File: config.mk
export PLATFORM = sky130hd
export DESIGN_NAME = sorted_table_binary_search_top
export DESIGN_NICKNAME = d
export VERILOG_FILES = /design/src/rtl/core/stbs_pkg.sv /design/src/rtl/core/stbs_ram.sv /design/src/rtl/core/stbs_engine.sv /design/src/rtl/core/sorted_table_binary_search_top.sv
export SDC_FILE = /design/constraint.sdc
export NUM_CORES = 1
export LEC_CHECK = 0
export CAP_MARGIN = 5
export CORE_UTILIZATION = 40
export CTS_BUF_LIST = sky130_fd_sc_hd__clkbuf_8
export CTS_CLUSTER_SIZE = 20
export DETAILED_ROUTE_END_ITERATION = 12
export DONT_BUFFER_PORTS = 1
export GPL_TIMING_DRIVEN = 0
export SLEW_MARGIN = 20
export SYNTH_ARGS = -nofsm -noshare
export SYNTH_HDL_FRONTEND = slang
export SYNTH_SLANG_ARGS = --single-unit
File: constraint.sdc
create_clock -name clk -period 18.2 [get_ports clk]
set_input_delay 3.64 -clock clk [delete_from_list [all_inputs] [get_ports clk]]
set_output_delay 3.64 -clock clk [all_outputs]
set_load 0.01 [all_outputs]
File: src/rtl/core/stbs_pkg.sv
// package for the sorted table binary search block
// holds field widths, request codes, the search state type and the result struct
// no dependencies
`timescale 1ns / 1ps

package stbs_pkg;

	localparam int DATA_W = 32;
	localparam int IDX_W  = 4;
	localparam int CNT_W  = 5;

	localparam logic OP_WRITE  = 1'b0;
	localparam logic OP_SEARCH = 1'b1;

	typedef enum logic [1:0] {
		ST_IDLE   = 2'b01,
		ST_SEARCH = 2'b10
	} state_t;

	typedef struct packed {
		logic             valid;
		logic             found;
		logic [IDX_W-1:0] index;
	} result_t;

endpackage

File: src/rtl/core/stbs_ram.sv
// generic synchronous ram, one write port and one read port
// read data is registered and appears in the cycle after the read; no dependencies
`timescale 1ns / 1ps

module stbs_ram #(
	parameter int WIDTH = 32,
	parameter int DEPTH = 16
) (
	input  logic                     clk,
	input  logic                     we,
	input  logic [$clog2(DEPTH)-1:0] waddr,
	input  logic [WIDTH-1:0]         wdata,
	input  logic                     re,
	input  logic [$clog2(DEPTH)-1:0] raddr,
	output logic [WIDTH-1:0]         rdata
);

	logic [WIDTH-1:0] mem [DEPTH];
	logic [WIDTH-1:0] rdata_q;

	always_ff @(posedge clk) begin
		if (we) begin
			mem[waddr] <= wdata;
		end
		if (re) begin
			rdata_q <= mem[raddr];
		end
	end

	assign rdata = rdata_q;

endmodule

File: src/rtl/core/stbs_engine.sv
// binary search sequencer: one probe per cycle against the table ram
// depends on stbs_pkg; drives the ram read port, reports a result_t
`timescale 1ns / 1ps

module stbs_engine
	import stbs_pkg::*;
#(
	parameter int TABLE_DEPTH = 16
) (
	input  logic                           clk,
	input  logic                           arst_n,
	input  logic                           start_search,
	input  logic [$clog2(TABLE_DEPTH):0]   count,
	input  logic signed [DATA_W-1:0]       search_key,
	input  logic signed [DATA_W-1:0]       rdata,
	output logic                           re,
	output logic [$clog2(TABLE_DEPTH)-1:0] raddr,
	output logic                           busy,
	output result_t                        result
);

	localparam int AW = $clog2(TABLE_DEPTH);

	state_t                   state_q;
	logic [AW:0]              lo_q;
	logic [AW:0]              hi_q;   // exclusive upper bound
	logic [AW-1:0]            mid_q;
	logic signed [DATA_W-1:0] key_q;
	logic                     res_valid_q;
	logic                     res_found_q;
	logic [IDX_W-1:0]         res_index_q;

	logic                     hit;
	logic                     greater;
	logic [AW:0]              nlo;
	logic [AW:0]              nhi;
	logic                     more;
	logic [AW+1:0]            nsum;
	logic [AW-1:0]            nmid;
	logic [AW+1:0]            ssum;
	logic [AW-1:0]            smid;

	assign hit     = (rdata == key_q);
	assign greater = (rdata > key_q);

	always_comb begin
		if (greater) begin
			nlo = lo_q;
			nhi = {1'b0, mid_q};
		end else begin
			nlo = {1'b0, mid_q} + (AW+1)'(1);
			nhi = hi_q;
		end
	end

	assign more = (nlo < nhi);
	// floor((lo + hi_incl) / 2) with hi_incl = hi - 1
	assign nsum = (AW+2)'(nlo) + (AW+2)'(nhi) - (AW+2)'(1);
	assign nmid = nsum[AW:1];
	assign ssum = (AW+2)'(count) - (AW+2)'(1);
	assign smid = ssum[AW:1];

	always_comb begin
		re    = 1'b0;
		raddr = smid;
		unique case (state_q)
			ST_IDLE: begin
				re    = start_search && (count != '0);
				raddr = smid;
			end
			ST_SEARCH: begin
				re    = !hit && more;
				raddr = nmid;
			end
			default: begin
				re    = 1'b0;
				raddr = smid;
			end
		endcase
	end

	always_ff @(posedge clk or negedge arst_n) begin
		if (!arst_n) begin
			state_q     <= ST_IDLE;
			res_valid_q <= 1'b0;
		end else begin
			res_valid_q <= 1'b0;
			unique case (state_q)
				ST_IDLE: begin
					if (start_search) begin
						if (count == '0) begin
							res_valid_q <= 1'b1;
						end else begin
							state_q <= ST_SEARCH;
						end
					end
				end
				ST_SEARCH: begin
					if (hit || !more) begin
						res_valid_q <= 1'b1;
						state_q     <= ST_IDLE;
					end
				end
				default: begin
					state_q <= ST_IDLE;
				end
			endcase
		end
	end

	always_ff @(posedge clk) begin
		unique case (state_q)
			ST_IDLE: begin
				if (start_search) begin
					lo_q        <= '0;
					hi_q        <= count;
					mid_q       <= smid;
					key_q       <= search_key;
					res_found_q <= 1'b0;
					res_index_q <= '0;
				end
			end
			ST_SEARCH: begin
				lo_q  <= nlo;
				hi_q  <= nhi;
				mid_q <= nmid;
				if (hit) begin
					res_found_q <= 1'b1;
					res_index_q <= IDX_W'(mid_q);
				end else begin
					res_found_q <= 1'b0;
					res_index_q <= '0;
				end
			end
			default: begin
				lo_q <= lo_q;
			end
		endcase
	end

	assign busy   = (state_q != ST_IDLE);
	assign result = {res_valid_q, res_found_q, res_index_q};

	// the probe always lies inside the live range
	a_mid_in_range: assert property (@(posedge clk) disable iff (!arst_n)
		(state_q == ST_SEARCH) |-> ((AW+1)'(mid_q) >= lo_q) && ((AW+1)'(mid_q) < hi_q))
		else $error("probe outside search range");

	// a search never runs on an empty range
	a_range_nonempty: assert property (@(posedge clk) disable iff (!arst_n)
		(state_q == ST_SEARCH) |-> (lo_q < hi_q))
		else $error("search running on empty range");

	// a miss always reports index zero
	a_miss_index: assert property (@(posedge clk) disable iff (!arst_n)
		(res_valid_q && !res_found_q) |-> (res_index_q == '0))
		else $error("miss with nonzero index");

	// a result only follows a finished search or a request on an empty table
	a_result_source: assert property (@(posedge clk) disable iff (!arst_n)
		res_valid_q |-> ($past(state_q) == ST_SEARCH) || $past(start_search && count == '0))
		else $error("result strobe without a search");

	// a search holds the block busy until its result
	a_busy_on_start: assert property (@(posedge clk) disable iff (!arst_n)
		(start_search && !busy && count != '0) |=> busy)
		else $error("search started without going busy");

endmodule

File: src/rtl/core/sorted_table_binary_search_top.sv
// top level of the sorted table binary search block
// depends on stbs_pkg, stbs_ram, stbs_engine
// a write request gives no result; busy stays low
// a search probes the table in ST_SEARCH, one ram probe per cycle, and shows done
// after a hit or an empty range; with no live entries done is shown in the cycle after the request
// a new request is taken in the cycle that done is shown; the receiver cannot stall
// reset clears the control and sets entry_count to 16; table contents are not cleared
`timescale 1ns / 1ps

module sorted_table_binary_search_top
	import stbs_pkg::*;
#(
	parameter int TABLE_DEPTH = 16
) (
	input  logic                     clk,
	input  logic                     arst_n,
	input  logic                     cfg_we,
	input  logic [CNT_W-1:0]         cfg_wdata,
	input  logic                     start,
	output logic                     busy,
	input  logic                     opcode,
	input  logic [IDX_W-1:0]         entry_index,
	input  logic signed [DATA_W-1:0] entry_value,
	input  logic signed [DATA_W-1:0] search_key,
	output logic                     done,
	output logic                     found,
	output logic [IDX_W-1:0]         match_index
);

	localparam int AW = $clog2(TABLE_DEPTH);

	logic [CNT_W-1:0]         entry_count_q;
	logic                     accept;
	logic                     wr_en;
	logic                     start_search;
	logic [AW:0]              count_sat;
	logic                     re;
	logic [AW-1:0]            raddr;
	logic signed [DATA_W-1:0] rdata;
	result_t                  result;

	always_ff @(posedge clk or negedge arst_n) begin
		if (!arst_n) begin
			entry_count_q <= CNT_W'(16);
		end else if (cfg_we) begin
			entry_count_q <= cfg_wdata;
		end
	end

	assign accept       = start && !busy;
	// writes past the table are dropped
	assign wr_en        = accept && (opcode == OP_WRITE) && (32'(entry_index) < TABLE_DEPTH);
	assign start_search = accept && (opcode == OP_SEARCH);
	assign count_sat    = (32'(entry_count_q) > TABLE_DEPTH) ? (AW+1)'(TABLE_DEPTH)
	                                                        : (AW+1)'(entry_count_q);

	stbs_ram #(
		.WIDTH (DATA_W),
		.DEPTH (TABLE_DEPTH)
	) u_table (
		.clk   (clk),
		.we    (wr_en),
		.waddr (AW'(entry_index)),
		.wdata (entry_value),
		.re    (re),
		.raddr (raddr),
		.rdata (rdata)
	);

	stbs_engine #(
		.TABLE_DEPTH (TABLE_DEPTH)
	) u_engine (
		.clk          (clk),
		.arst_n       (arst_n),
		.start_search (start_search),
		.count        (count_sat),
		.search_key   (search_key),
		.rdata        (rdata),
		.re           (re),
		.raddr        (raddr),
		.busy         (busy),
		.result       (result)
	);

	assign done        = result.valid;
	assign found       = result.found;
	assign match_index = result.index;

endmodule
### Word-level counts from Yosys, hierarchy flattened

Memories as Yosys holds them, arrays and structs flattened. A register that Yosys moved wholly into a read port is not among the register bits.
Cells that the tools add are included.

* bits in registers: 59
* bits in writable memories: 512
* input port bits: 78
* output and inout bits: 7
* word-level logic and storage cells: 67
* memories kept: 1

Memories
* u_table.mem: words 16, width 32, rd ports 1, clocked after memory_dff 1, wr ports 1, line stbs_ram.sv:18 `logic [WIDTH-1:0] mem [DEPTH];`

* add/subtract/negate cells: 4
* magnitude comparators: 3
* equal/unequal tests: 7
* muxes and demuxes: 27
* bitwise operators: 1
* reductions and logical operators: 15

Operators with widths (number)
* $eq A32 B32 Y1: 1
* $gt A32 B32 Y1: 1
* $mux W5: 5
* $pmux W5 S2: 2
* $mux W4: 4
* $pmux W4 S2: 2
* $sub A5 B1 Y5 const B: 2
* $mux W1: 7
* $mux W2: 3
* $ne A2 B1 Y1 const B: 3
* $pmux W1 S2: 3
* $add A4 B1 Y5 const B: 1
* $add A5 B5 Y5: 1
* $gt A5 B5 Y1 const B: 1
* $logic_and A1 B1 Y1: 5
* $logic_not A5 Y1: 1
* $lt A5 B5 Y1: 1
* $reduce_bool A5 Y1: 1
* $pmux W2 S2: 1
* $reduce_and A2 Y1: 2
* $logic_not A1 Y1: 3
* $reduce_and A3 Y1: 1
* $eq A2 B1 Y1 const B: 1
* $eq A2 B2 Y1 const B: 1
* other kinds (4): 4

### Depth between registers and ports, before layout

* word-level depth: 7
* depth in mapped cells: 23
* depth with buffers taken out: 20

### Cells and area by module

From an unflattened synthesis, not the netlist that was laid out.

* cell total of the unflattened synthesis: 1166
* area, all modules: 23734.0 um^2

Modules (own cells, without submodules)
* stbs_ram: times used 1, cells each 838, area an instance 20155.6 um^2, seq. area each 16335.7 um^2
* stbs_engine: times used 1, cells each 311, area an instance 3350.7 um^2, seq. area each 1607.8 um^2
* sorted_table_binary_search_top: times used 1, cells each 17, area an instance 227.7 um^2, seq. area each 126.4 um^2

### Worst setup path after synthesis

No wires, ideal clock.

* path type: input-to-reg
* start: in start
* end: mem u_table.mem[0][0] (enable)
* setup time: 461 ps
* data arrival time: 6214 ps
* data required time: 17739 ps
* slack: 11525 ps
* stages on the path: 4
* buffers on the path: 0
* path through: nand2_1 -> nor3_1 -> nand2b_1 -> nor3_1

* word-level cells in the longest chain between the ends: 4

RTL lines
* start, declared: line sorted_table_binary_search_top.sv:19 `input logic start,`
* $logic_and A1 B1 Y1: line sorted_table_binary_search_top.sv:50 `assign accept = start && !busy;`
* $logic_and A1 B1 Y1: line sorted_table_binary_search_top.sv:52 `assign wr_en = accept && (opcode == OP_WRITE) && (32'(entry_index) < TABLE_DEPTH);`
* $mux W1: line stbs_ram.sv:22 `if (we) begin`
* $mux W1 (not written as such): line stbs_ram.sv:23 `mem[waddr] <= wdata;`
* end, declared: line stbs_ram.sv:18

Every way passes these cells.

### Worst setup path after layout

* start: reg u_engine.key_q[9]
* end: reg u_table.rdata_q[5], in the netlist u_table.rdata[5], read port of u_table.mem, data pin

* word-level cells in the longest chain between the ends: 5
* elaborated cells on any way between the ends: 11
* those cells by class: add/sub (2); order compare (2); eq/ne (1); mux (4); reduce/logical (2)

RTL lines
* start, declared: line stbs_engine.sv:28 `logic signed [DATA_W-1:0] key_q;`
* start signal, assigned: line stbs_engine.sv:118 `key_q <= search_key;`
* $gt A32 B32 Y1 (*): line stbs_engine.sv:44 `assign greater = (rdata > key_q);`
* $mux W5 (*): line stbs_engine.sv:47 `if (greater) begin`
* via u_engine.nlo[1]: line stbs_engine.sv:35 `logic [AW:0] nlo;`
* $add A5 B5 Y5 or $lt A5 B5 Y1 (tied branches): line stbs_engine.sv:58, stbs_engine.sv:56
* $sub A5 B1 Y5 or $logic_and A1 B1 Y1 (tied branches): line stbs_engine.sv:58, stbs_engine.sv:72
* $mux W4 or $pmux W1 S2 (tied branches): line stbs_engine.sv:66 `unique case (state_q)`
* end, declared: line stbs_ram.sv:19 `logic [WIDTH-1:0] rdata_q;`

The timed path passes the listed nets; every way through them passes the cells marked *.
A chain may end at the register's enable or synchronous reset.

==> impl_metrics.py <==
metrics = {
    "cells_and_area": {
        "final_area_mm2": 0.0288,
        "layout-drive-gt1-share_pct": 27.8,
        "nets": 1545,
        "n_fill_cell": 5248,
        "syn2layout_area_growth_pct": 14.7,
        "layout.cells.non_filler": 2336,
    },
    "timing": {
        "slew_violations": 0,
        "max_freq_mhz": 124,
        "hold_violations": 0,
        "period_needed_ns": 8.07,
        "fin_tns_setup_ns": 0,
        "finalClockSkew_ns": 0.0426,
        "post-route-period-util_pct": 44.4,
        "relSlewSlack_pct": 31.2,
        "setup_ws_ns": 10.13,
        "whs_ns": 0.497,
        "rsz0062_at_grt": "false",
        "setup_violations": 0,
        "tightest_slew_ns": 1.03,
    },
    "clock_network": {
        "insertion_delay_ns": 0.71,
        "htree_levels": 3,
        "clk_pin_slew_ns": 0.06,
        "root_buffer": "clkbuf_8",
        "clock_sinks": 603,
        "cts_buffers": 96,
        "clock_path_buffers": 3,
        "cts_resized": 0,
        "cts_setup_buffers": 0,
        "ctsHoldBuffers": 0,
        "cts_tree": "done",
    },
    "setup_path": {
        "rrSetupSlack_ns": 10.13,
        "cp.arrival_ns": 8.50,
        "start_kind": "flop",
        "crit_buf_inv": 6,
        "path_max_fanout": 10,
        "max_stage_delay_ns": 0.82,
        "slowest_stage": "nor3_1",
        "crit_chain": "inv_1 -> ha_1 -> nand4_1 -> nor3_1 -> a21boi_0 -> o31a_1 -> o211ai_1 -> nand2_2 -> buf_1 -> mux2i_1 -> inv_1 -> ha_1 -> ha_1 -> mux2i_1 -> buf_2 -> buf_2 -> clkbuf_1 -> mux4_2 -> a221oi_2 -> mux2i_1",
        "worstSetupEndpointType": "flop",
        "reg2reg_to": "u_table.rdata[5]",
        "reg2regPathDepth": 20,
        "path_class": "flop to flop",
        "crit_family": "buffers and inverters",
        "worst_ep_required_time_ns": 18.62,
        "rr_startpoint": "u_engine.key_q[9]",
    },
    "worst_hold_path": {
        "whs_path_depth": 1,
        "hold_start": "u_engine.state_q[0]",
        "holdCritPathClass": "flop to flop",
        "hold_end": "u_engine.state_q[0]",
    },
    "drt": {
        "drt_wl_total_mm": 59.6,
        "drt_iter0_markers": 1199,
        "drcViolationCount": 0,
        "wl_per_cell_um": 25.5,
        "routed_via_density": 5.50,
        "num_vias": 12900,
        "first_pass_iters": 5,
        "ant_nets": 0,
    },
    "synth": {
        "synth.distinct_cells": 73,
        "yosysWarnings": 0,
        "synth_edf_count": 595,
        "synth_seq_area_share_pct": 71.9,
        "yosysTopAreaCellShare_pct": 71.1,
        "synth-seq-cells": 603,
        "synthTopCellsByArea": "edfxtp_1 (71%), mux4_2 (11%), a221oi_2 (3.6%), ha_1 (2.2%), and2_1 (1.7%)",
        "syn_area_per_cell_um2": 19.6,
        "synth_flop_cell": "edfxtp_1",
        "synthArstFlopShare_pct": 1.33,
        "yosysTopAreaCell": "edfxtp_1",
        "synthesis.nets": 1405,
        "synth_common_cells": "edfxtp_1 (595), mux4_2 (128), and2_1 (68)",
        "synth_most_common_cell": "edfxtp_1",
        "synth.cell_area_mm2": 0.0251,
        "synthCells": 1283,
    },
    "floorplan": {
        "die_area_mm2": 0.0638,
        "fp.dieW_um": 253,
        "rows": 91,
        "initial_core_util_pct": 40.6,
        "core_area_mm2": 0.0619,
        "io_pins": 85,
        "die_y_um": 253,
    },
    "run": {
        "maxCapViolations": 0,
    },
    "global_route": {
        "grt_first_pass_wirelength_mm": 88.5,
        "track_usage_pct": 19.2,
        "gr-total-overflow": 0,
        "antenna_found_initial": 0,
        "grt_max_degree": 33,
        "grt_pass1_vias": 13400,
    },
    "pwr": {
        "powerDensity_mw_per_mm2": 131,
        "leakagePower_nw": 9.45,
        "max-vdd-ir-drop_mv": 0.0776,
    },
    "place": {
        "place_ws_ns": 9.95,
        "dp_cells": 2162,
        "dp_hpwl_mm": 40.0,
        "io_buffers": 0,
        "placed_cell_area_mm2": 0.0270,
        "gp_congestion": 0.809,
    },
    "run_status": {
        "status": "finished, final reports clean",
    },
}
==> sequential cells by signal, indices dropped and copies added, names as in the netlist <==
| register | cells |
|---|---|
| entry_count_q | 5 |
| u_engine.hi_q | 5 |
| u_engine.key_q | 32 |
| u_engine.lo_q | 5 |
| u_engine.mid_q | 4 |
| u_engine.res_found_q | 1 |
| u_engine.res_index_q | 4 |
| u_engine.res_valid_q | 1 |
| u_engine.state_q | 2 |
| u_table.mem | 512 |
| u_table.rdata | 32 |
==> per-layer routing <==
metal	global-route usage, %	vias to the layer above	wire [um]	part of all wire, %
met5	0	-	0	0
met4	5.06	0	1150	1.9
met3	5.11	92	4690	7.9
met2	29.4	441	27400	46
met1	27.2	6732	26400	44
li1	-	5589	-	-
==> layout by cell type, fill, tap and decap left out, types with 31 or more instances in the layout <==
cell	count
a221oi_2	60
and2_1	68
clkbuf_1	31
clkbuf_8	96
clkinv_1	32
edfxtp_1	595
ha_1	44
inv_1	70
mux2i_1	37
mux4_2	128
nor2_1	31
==> final cells by class <==
cell class              count  area, um2  share of cell area, %
well taps                 837       1050                   3.63
multi-input cells         567       6610                   22.9
clock buffers              96       1320                   4.58
clock inverters            77        458                   1.59
diodes                      1       2.50                0.00868
inverters                  50        188                  0.651
repair buffers             42        744                   2.58
plain buffers              63        380                   1.32
flip-flops and latches    603      18100                   62.7
==> worst register-to-register path: cells and delay by family (launching register included) <==
family                     cells  cell delay [ns]
muxes                          4             1.57
adders and majority gates      3             1.02
DFF                            1             0.34
buffers and inverters          6             2.18
AOI/OAI and AO/OA              4             1.45
and+or+nand+nor                3             1.25
==> how the worst max path moves through the flow <==
stage | endpoint | start | slack [ns] | cells past startpoint
floorplan | u_table.mem[0][0] | start | 11.52 | 4
global placement | u_table.mem[0][2] | start | 8.26 | 4
detailed placement | u_table.rdata[30] | u_engine.key_q[9] | 9.95 | 20
CTS | u_table.rdata[30] | u_engine.key_q[9] | 9.92 | 20
global route | u_table.rdata[13] | u_engine.key_q[9] | 9.65 | 20
finish | u_table.rdata[5] | u_engine.key_q[9] | 10.13 | 20
==> logic make-up after synthesis <==
family,share of synthesized area [%]
AND/OR/NAND/NOR,4.17
buffers and inverters,2.23
XOR/XNOR,0.314
flip-flops,71.9
multiplexers,13.1
AO/OA/AOI/OAI,6.05
adder cells (fa/ha/maj),2.19
==> through the flow <==
stage | util (%) | total power, mW
finish | 46.5 | 3.78
global route | 46.5 | 3.95
floorplan | - | 2.43
detailed placement | 43.7 | 2.72
CTS | 46.5 | 3.81
global placement | 42.3 | 2.69
==> power by group <==
part	leakage (nW)	switching, mW	total (mW)	internal (mW)
clock	0.991	0.536	1.09	0.553
combinational	2.98	0.603	1.05	0.448
sequential	5.47	0.0237	1.64	1.61
No activity file was read; power rests on OpenSTA's default activity.
